## config.mk

```make
export PLATFORM = sky130hd
export DESIGN_NAME = capped_edit_distance
export DESIGN_NICKNAME = d
export VERILOG_FILES = /design/src/rtl/ced_pkg.sv /design/src/rtl/ced_cell.sv /design/src/rtl/capped_edit_distance.sv
export VERILOG_INCLUDE_DIRS = /design/src /design/src/rtl
export SDC_FILE = /design/constraint.sdc
export NUM_CORES = 2
export LEC_CHECK = 0
export ABC_AREA = 1
export BUFFER_PORTS_ARGS = -buffer_cell sky130_fd_sc_hd__buf_2
export CAP_MARGIN = 20
export CORE_ASPECT_RATIO = 0.6
export CORE_MARGIN = 3
export CORE_UTILIZATION = 65
export CTS_BUF_LIST = sky130_fd_sc_hd__clkbuf_4
export DETAILED_ROUTE_END_ITERATION = 6
export GPL_ROUTABILITY_DRIVEN = 1
export HOLD_SLACK_MARGIN = 0.15
export PLACE_DENSITY_LB_ADDON = 0.1
export SYNTH_ARGS = -nofsm -noshare
export SYNTH_HDL_FRONTEND = slang
export SYNTH_HIERARCHICAL = 1
export SYNTH_SLANG_ARGS = --single-unit
```

## constraint.sdc

```tcl
create_clock -name clk_i -period 6.2 [get_ports clk_i]
set_input_delay 0.93 -clock clk_i [delete_from_list [all_inputs] [get_ports clk_i]]
set_output_delay 0.93 -clock clk_i [all_outputs]
set_load 0.005 [all_outputs]
```

## src/rtl/assert_macros.svh

```systemverilog
// ----------------------------------------------------------------------------
// assert_macros
// Assertion helpers shared by the RTL. Every check samples on the rising
// clock edge and is switched off while the asynchronous reset is held.
// ----------------------------------------------------------------------------
`ifndef ASSERT_MACROS_SVH
`define ASSERT_MACROS_SVH

// A property that must hold at every sampled edge.
`define CED_ASSERT(label, prop, msg) \
  label: assert property (@(posedge clk_i) disable iff (!rst_ni) (prop)) \
    else $error(msg);

// A condition that, once seen, must be followed by another in the next cycle.
`define CED_ASSERT_NEXT(label, ante, cons, msg) \
  label: assert property (@(posedge clk_i) disable iff (!rst_ni) \
    (ante) |=> (cons)) else $error(msg);

`endif

```

## src/rtl/ced_pkg.sv

```systemverilog
// ----------------------------------------------------------------------------
// ced_pkg
// Shared types, constants and helpers of the capped edit distance block.
// ----------------------------------------------------------------------------
package ced_pkg;

  localparam int unsigned MaxLenDefault = 32;
  localparam int unsigned CapW          = 6;
  localparam int unsigned CharW         = 8;
  localparam int unsigned DistW         = 6;
  localparam logic [CapW-1:0] CapReset  = 6'd3;

  typedef enum logic [1:0] {
    OP_APPEND = 2'd0,
    OP_FEED   = 2'd1,
    OP_FINISH = 2'd2
  } op_e;

  typedef enum logic {
    ST_RUN   = 1'b0,
    ST_DRAIN = 1'b1
  } state_e;

  // Fold upper-case ASCII letters to lower case; other bytes pass unchanged.
  function automatic logic [CharW-1:0] fold_case(input logic [CharW-1:0] c);
    logic [CharW-1:0] r;
    r = c;
    if (c >= 8'h41 && c <= 8'h5A) begin
      r = c + 8'h20;
    end
    return r;
  endfunction

endpackage

```

## src/rtl/ced_cell.sv

```systemverilog
// ----------------------------------------------------------------------------
// ced_cell
// One column of the distance row: holds a reference character and the row
// value at its position, and updates it as each second-string character
// passes by on the wavefront from its left neighbor.
// ----------------------------------------------------------------------------
module ced_cell import ced_pkg::*; #(
  parameter int unsigned VW  = 6,
  parameter int unsigned IDX = 1
) (
  input  logic             clk_i,
  input  logic             rst_ni,
  input  logic             clear_i,
  input  logic             wr_i,
  input  logic [CharW-1:0] wr_char_i,
  input  logic [CapW-1:0]  cap_i,
  input  logic             valid_i,
  input  logic [CharW-1:0] ch_i,
  input  logic [VW-1:0]    left_i,
  input  logic [VW-1:0]    diag_i,
  output logic             valid_o,
  output logic [CharW-1:0] ch_o,
  output logic [VW-1:0]    left_o,
  output logic [VW-1:0]    diag_o,
  output logic [VW-1:0]    value_o
);

  localparam int unsigned SW = ((VW > CapW) ? VW : CapW) + 1;

  logic [CharW-1:0] ref_q;
  logic [VW-1:0]    val_q, val_d;
  logic             valid_q;
  logic [CharW-1:0] ch_q;
  logic [VW-1:0]    left_q, diag_q;

  logic [VW-1:0] min_v;
  logic [SW-1:0] cand, limit;

  always_comb begin
    min_v = val_q;
    if (left_i < min_v) begin
      min_v = left_i;
    end
    if (diag_i < min_v) begin
      min_v = diag_i;
    end
    cand  = (ref_q == ch_i) ? SW'(diag_i) : SW'(min_v) + SW'(1);
    limit = SW'(cap_i) + SW'(1);
    // Anything above the cap reads as cap plus one, cut to VW bits.
    val_d = (cand > SW'(cap_i)) ? VW'(limit) : VW'(cand);
  end

  always_ff @(posedge clk_i) begin
    if (wr_i) begin
      ref_q <= wr_char_i;
    end
  end

  always_ff @(posedge clk_i or negedge rst_ni) begin
    if (!rst_ni) begin
      val_q   <= VW'(IDX);
      valid_q <= 1'b0;
    end else begin
      valid_q <= valid_i;
      if (clear_i) begin
        val_q <= VW'(IDX);
      end else if (valid_i) begin
        val_q <= val_d;
      end
    end
  end

  always_ff @(posedge clk_i) begin
    if (valid_i) begin
      ch_q   <= ch_i;
      left_q <= val_d;
      diag_q <= val_q;
    end
  end

  assign valid_o = valid_q;
  assign ch_o    = ch_q;
  assign left_o  = left_q;
  assign diag_o  = diag_q;
  assign value_o = val_q;

endmodule

```

## src/rtl/capped_edit_distance.sv

```systemverilog
// Append and feed transactions are taken one per cycle while no finish is
// draining; a fed character walks down the cell chain one cell per cycle
// behind the previous one. A finish transaction holds input off until the
// chain has drained and the output is free; then the result is registered.
// Reset (asynchronous, active low) empties both strings and sets the cap to 3.
// ----------------------------------------------------------------------------
// capped_edit_distance
// Case-insensitive Levenshtein distance between a stored reference string
// and a streamed second string, computed by a systolic row of cells.
// ----------------------------------------------------------------------------
`include "assert_macros.svh"

module capped_edit_distance import ced_pkg::*; #(
  parameter int unsigned MAX_LEN = MaxLenDefault
) (
  input  logic             clk_i,
  input  logic             rst_ni,
  input  logic             cfg_we_i,
  input  logic [CapW-1:0]  cfg_data_i,
  input  logic             s_axis_tvalid_i,
  output logic             s_axis_tready_o,
  input  logic [7:0]       s_axis_tdata_i,   // [7:0] ch
  input  logic [1:0]       s_axis_tuser_i,   // [1:0] op
  output logic             m_axis_tvalid_o,
  input  logic             m_axis_tready_i,
  output logic [7:0]       m_axis_tdata_o    // [5:0] distance, [6] overflow
);

  localparam int unsigned LW = $clog2(MAX_LEN + 1);
  localparam int unsigned VW = $clog2(MAX_LEN + 2);
  localparam int unsigned FW = (LW > VW) ? LW : VW;

  state_e state_q, state_d;

  logic [CapW-1:0] cap_q;
  logic [LW-1:0]   ref_len_q, second_len_q;
  logic            ovf_q;

  logic             out_valid_q;
  logic [DistW-1:0] out_dist_q;
  logic             out_ovf_q;

  logic             inj_valid_q;
  logic [CharW-1:0] inj_ch_q;
  logic [VW-1:0]    inj_left_q, inj_diag_q;

  // Token chain: position 0 is the injection register, k is the output of cell k-1.
  logic             tok_valid [MAX_LEN+1];
  logic [CharW-1:0] tok_ch    [MAX_LEN+1];
  logic [VW-1:0]    tok_left  [MAX_LEN+1];
  logic [VW-1:0]    tok_diag  [MAX_LEN+1];
  logic [VW-1:0]    cell_val  [MAX_LEN];
  logic [MAX_LEN:0] busy_vec;

  logic             in_acc;
  op_e              op;
  logic [CharW-1:0] ch_fold;
  logic             do_append, do_feed, chain_busy, load_out;
  logic [VW-1:0]    sel_val;
  logic [FW-1:0]    dist_full;

  assign op        = op_e'(s_axis_tuser_i);
  assign ch_fold   = fold_case(s_axis_tdata_i);
  assign in_acc    = s_axis_tvalid_i && s_axis_tready_o;
  assign do_append = in_acc && (op == OP_APPEND) && (second_len_q == '0)
                     && (ref_len_q != LW'(MAX_LEN));
  assign do_feed   = in_acc && (op == OP_FEED) && (second_len_q != LW'(MAX_LEN));

  assign tok_valid[0] = inj_valid_q;
  assign tok_ch[0]    = inj_ch_q;
  assign tok_left[0]  = inj_left_q;
  assign tok_diag[0]  = inj_diag_q;

  always_comb begin
    for (int k = 0; k <= MAX_LEN; k++) begin
      busy_vec[k] = tok_valid[k];
    end
  end
  assign chain_busy = |busy_vec;
  assign load_out   = (state_q == ST_DRAIN) && !chain_busy
                      && (!out_valid_q || m_axis_tready_i);

  // Next state.
  always_comb begin
    state_d = state_q;
    unique case (state_q)
      ST_RUN: begin
        if (in_acc && op == OP_FINISH) begin
          state_d = ST_DRAIN;
        end
      end
      ST_DRAIN: begin
        if (load_out) begin
          state_d = ST_RUN;
        end
      end
      default: state_d = ST_RUN;
    endcase
  end

  // State outputs.
  always_comb begin
    unique case (state_q)
      ST_RUN:   s_axis_tready_o = 1'b1;
      ST_DRAIN: s_axis_tready_o = 1'b0;
      default:  s_axis_tready_o = 1'b0;
    endcase
  end

  // Pick the row value at the end of the reference; an empty string gives the other's length.
  always_comb begin
    sel_val = '0;
    for (int k = 0; k < MAX_LEN; k++) begin
      if (ref_len_q == LW'(k + 1)) begin
        sel_val = cell_val[k];
      end
    end
    if (ref_len_q == '0) begin
      dist_full = FW'(second_len_q);
    end else if (second_len_q == '0) begin
      dist_full = FW'(ref_len_q);
    end else begin
      dist_full = FW'(sel_val);
    end
  end

  always_ff @(posedge clk_i or negedge rst_ni) begin
    if (!rst_ni) begin
      state_q      <= ST_RUN;
      cap_q        <= CapReset;
      ref_len_q    <= '0;
      second_len_q <= '0;
      ovf_q        <= 1'b0;
      out_valid_q  <= 1'b0;
      inj_valid_q  <= 1'b0;
    end else begin
      state_q     <= state_d;
      inj_valid_q <= do_feed;
      if (cfg_we_i) begin
        cap_q <= cfg_data_i;
      end
      if (in_acc) begin
        unique case (op)
          OP_APPEND: begin
            if (second_len_q == '0) begin
              if (ref_len_q == LW'(MAX_LEN)) begin
                ovf_q <= 1'b1;
              end else begin
                ref_len_q <= ref_len_q + LW'(1);
              end
            end
          end
          OP_FEED: begin
            if (second_len_q == LW'(MAX_LEN)) begin
              ovf_q <= 1'b1;
            end else begin
              second_len_q <= second_len_q + LW'(1);
            end
          end
          default: ;
        endcase
      end
      if (load_out) begin
        ref_len_q    <= '0;
        second_len_q <= '0;
        ovf_q        <= 1'b0;
        out_valid_q  <= 1'b1;
      end else if (m_axis_tready_i) begin
        out_valid_q <= 1'b0;
      end
    end
  end

  always_ff @(posedge clk_i) begin
    if (do_feed) begin
      inj_ch_q   <= ch_fold;
      inj_left_q <= VW'(second_len_q) + VW'(1);
      inj_diag_q <= VW'(second_len_q);
    end
    if (load_out) begin
      out_dist_q <= DistW'(dist_full);
      out_ovf_q  <= ovf_q;
    end
  end

  for (genvar g = 0; g < MAX_LEN; g++) begin : g_cell
    ced_cell #(
      .VW  (VW),
      .IDX (g + 1)
    ) u_cell (
      .clk_i     (clk_i),
      .rst_ni    (rst_ni),
      .clear_i   (load_out),
      .wr_i      (do_append && (ref_len_q == LW'(g))),
      .wr_char_i (ch_fold),
      .cap_i     (cap_q),
      .valid_i   (tok_valid[g]),
      .ch_i      (tok_ch[g]),
      .left_i    (tok_left[g]),
      .diag_i    (tok_diag[g]),
      .valid_o   (tok_valid[g+1]),
      .ch_o      (tok_ch[g+1]),
      .left_o    (tok_left[g+1]),
      .diag_o    (tok_diag[g+1]),
      .value_o   (cell_val[g])
    );
  end

  assign m_axis_tvalid_o = out_valid_q;
  assign m_axis_tdata_o  = {1'b0, out_ovf_q, out_dist_q};

  `CED_ASSERT(a_ref_len_bound, ref_len_q <= LW'(MAX_LEN), "reference length past MAX_LEN")
  `CED_ASSERT_NEXT(a_result_after_drain, !out_valid_q && !$past(out_valid_q) && (state_q == ST_DRAIN) && chain_busy, !out_valid_q, "result issued before the chain drained")
  `CED_ASSERT_NEXT(a_append_locked, in_acc && op == OP_APPEND && second_len_q != '0, $stable(ref_len_q), "reference grew after second string began")
  `CED_ASSERT_NEXT(a_clear_on_emit, load_out, ref_len_q == '0 && second_len_q == '0 && !ovf_q, "strings not cleared on finish")

endmodule

```

==> results.md <==
* Number of I/O pins at 31
* Number of instances in the synthesized netlist at 8,778
* Result of the run: finished clean
* Largest fanout on the critical path at 11
* Number of clock buffers inserted by TritonCTS at 289
* Pin count of the biggest net entering global routing at 84
* Setup slack of the worst register-to-register path at 0.36 ns
* Slowest cell on the critical path: dfstp_2
* Initial core utilization at 65.86%
* # H-tree levels at 5
* Total cell area at the placement stage at 0.07792 mm²
* Yosys Warn Count at 6
* Growth of design area from synthesis to finish at 8.144%
* Global-route usage over all layers at 33.44%
* Drt initial violations at 6,401
* Die width at 446.3 µm
* Buffers added on ports at 29
* Aggregate global routing overflow at 0
* Worst skew pair latency at 1.24 ns
* Setup Total Neg Slack at 0 ns
* Number of failing setup endpoints in the final timing report at 0
* Critical Path Max Stage Delay at 0.62 ns
* Worst Path Required at 7.12 ns
* Die outline area at 0.1206 mm²
* Crit path from: g_cell[29].u_cell/value_o[4]
* FF-to-FF path depth at 30
* RSZ-0062 raised after global routing: no
* RR Endpoint: g_cell[29].u_cell/left_o[3]
* Kind of start point of the critical path: flop
* Pre-antenna DRT Iters at 6
* Final count of hold timing violations at 0
* Mean cell area of the mapped netlist at 8.615 µm²
* Min Clock Period, post-route at 5.842 ns
* Core Footprint at 0.1148 mm²
* Die Y at 270.2 µm
* Library cell appearing most often on the critical path: nand2_1
* Least-Margin Pin Slew at 1.106 ns
* Critical Path End Type: flop
* Number of maximum-capacitance violations at 0
* Origin of the critical flop-to-flop path: g_cell[29].u_cell/value_o[4]
* Kind of path behind the tightest hold check: input port to asynchronous set/reset pin
* Final weighted congestion in routability-driven placement at 0.9623
* Remaining routing DRC violations at 0
* # Post-CTS Setup Buffers at 0
* Cell chosen for the clock root: clkbuf_4
* Number of nets with antenna violations after routing at 0
* Slew headroom at 26.18%
* Share of layout cells above drive strength 1 at 17.73%
* Detailed placer's ending HPWL at 148.9 mm
* CTS tree: yes
* Synth Cell Area at 0.07562 mm²
* Floorplan row count at 96
* CP delay by family, top: compound AO/OA/AOI/OAI gates
* Via count at 62,300
* Post-DR wirelength/cell at 18.69 µm
* Final-stage net count at 9,728
* Post-Route Skew at 0.1007 ns
* Clock Tree Buf Depth at 4
* Vias per std cell at 5.735
* Clock sinks at 1,149
* Synthesized net count at 9,382
* Vias in the first global route at 58,620
* Global-route wire length before repair at 319.6 mm
* Peak clock frequency supported by timing at 171.2 MHz
* Fillers at 8,743
* Clock input transition at the sequential cells of the worst setup and hold paths at 0.08 ns
* Class of the most critical setup path: flop to flop
* Total count of max-transition violations in the final report at 0
* Buffers and inverters on the worst path at 5
* Worst EP arrival at 6.76 ns
* Number of antenna violations at the first check in global routing at 3
* Crit share post-route at 94.23%
* Total detailed-routing wirelength at 203.0 mm
* Layout Cell Area excl Fill at 0.08178 mm²
-- per-stage QoR --
stage               util [%]  cells  setup slack [ns]  hold WS (ns)
global placement       67.86  10330            0.6584        0.4386
finish                 71.22  10860            0.3577        0.2615
global route           71.22  10860         0.0003864        0.2570
CTS                    71.19  10860            0.4767        0.1636
floorplan                  -   8778             1.346        0.4153
detailed placement     67.86  10330            0.5016        0.4340
-- registers in the layout, summed over array words and instances, names as in the netlist, 8 cells and up --
| register | count |
|---|---|
| g_cell.u_cell/left_o | 186 |
| g_cell.u_cell/value_o | 192 |
| inj_ch_q | 8 |
| g_cell.u_cell/valid_o | 32 |
| g_cell.u_cell/ref_q | 256 |
| g_cell.u_cell/diag_o | 186 |
| g_cell.u_cell/ch_o | 248 |
-- worst max-delay path by stage --
stage | end | slack [ns] | cells after the start
finish | g_cell[29].u_cell/left_o[3] | 0.36 | 30
global route | g_cell[24].u_cell/left_o[1] | 0.0004 | 28
global placement | g_cell[0].u_cell/left_o[1] | 0.66 | 27
floorplan | g_cell[25].u_cell/left_o[3] | 1.35 | 30
detailed placement | g_cell[29].u_cell/left_o[3] | 0.50 | 30
CTS | g_cell[29].u_cell/left_o[3] | 0.48 | 30
-- area by class of cell --
| class | instances | area, µm² | area share [%] |
|---|---|---|---|
| clock buffers | 434 | 3258 | 3.984 |
| multi-input cells | 6112 | 36400 | 44.51 |
| diodes | 3 | 7.507 | 0.009180 |
| inverters | 1462 | 5550 | 6.787 |
| well taps | 1519 | 1901 | 2.324 |
| repair buffers | 110 | 895.9 | 1.095 |
| flip-flops and latches | 1149 | 33400 | 40.84 |
| clock inverters | 73 | 371.6 | 0.4544 |
-- cell usage in the layout (no fill, tap or decap), types with 43 or more instances in the layout --
cell type	instances
nand3_1	564
inv_1	1415
nand2_1	2153
edfxtp_1	903
nand4_1	107
dfstp_2	81
nor2_2	78
or2_2	249
nand2_2	174
nand3b_1	49
o21ai_2	90
xor2_1	116
clkinv_1	52
and2_1	96
clkbuf_4	434
a221oi_1	64
a21oi_2	61
buf_4	52
ha_1	583
nor2_1	549
o21ai_1	135
o21ai_0	233
nand2_4	131
dfrtp_1	159
nor2_4	54
nand3_2	94
a21oi_1	265
o211ai_1	43
-- worst reg2reg max path: cells and delay by family, from the launching register on --
| family | cells | cell delay [ns] |
|---|---|---|
| adders and majority gates | 4 | 1.16 |
| buffers and inverters | 5 | 0.43 |
| and+or+nand+nor | 12 | 1.45 |
| xor gates and xnor gates | 1 | 0.16 |
| AOI/OAI and AO/OA | 8 | 1.78 |
| DFF | 1 | 0.62 |
-- metal layers --
layer  up-vias  GRT usage [%]  part of all wire, %
met1     29110          51.78                   46
met4         0          10.12                  2.4
met3       339          6.644                   11
met5         -              0                    0
met2      2939          47.14                   41
li1      29910              -                    -
-- timing repair --
item                                    CTS  global route
endpoints found under the hold margin    84             0
endpoints found under the setup margin    0             3
gates resized for setup                   0             3
hold buffers                             20             0
Power is not shown: default switching activity piles up to over one toggle a cycle in this logic, so the estimate is an artifact.
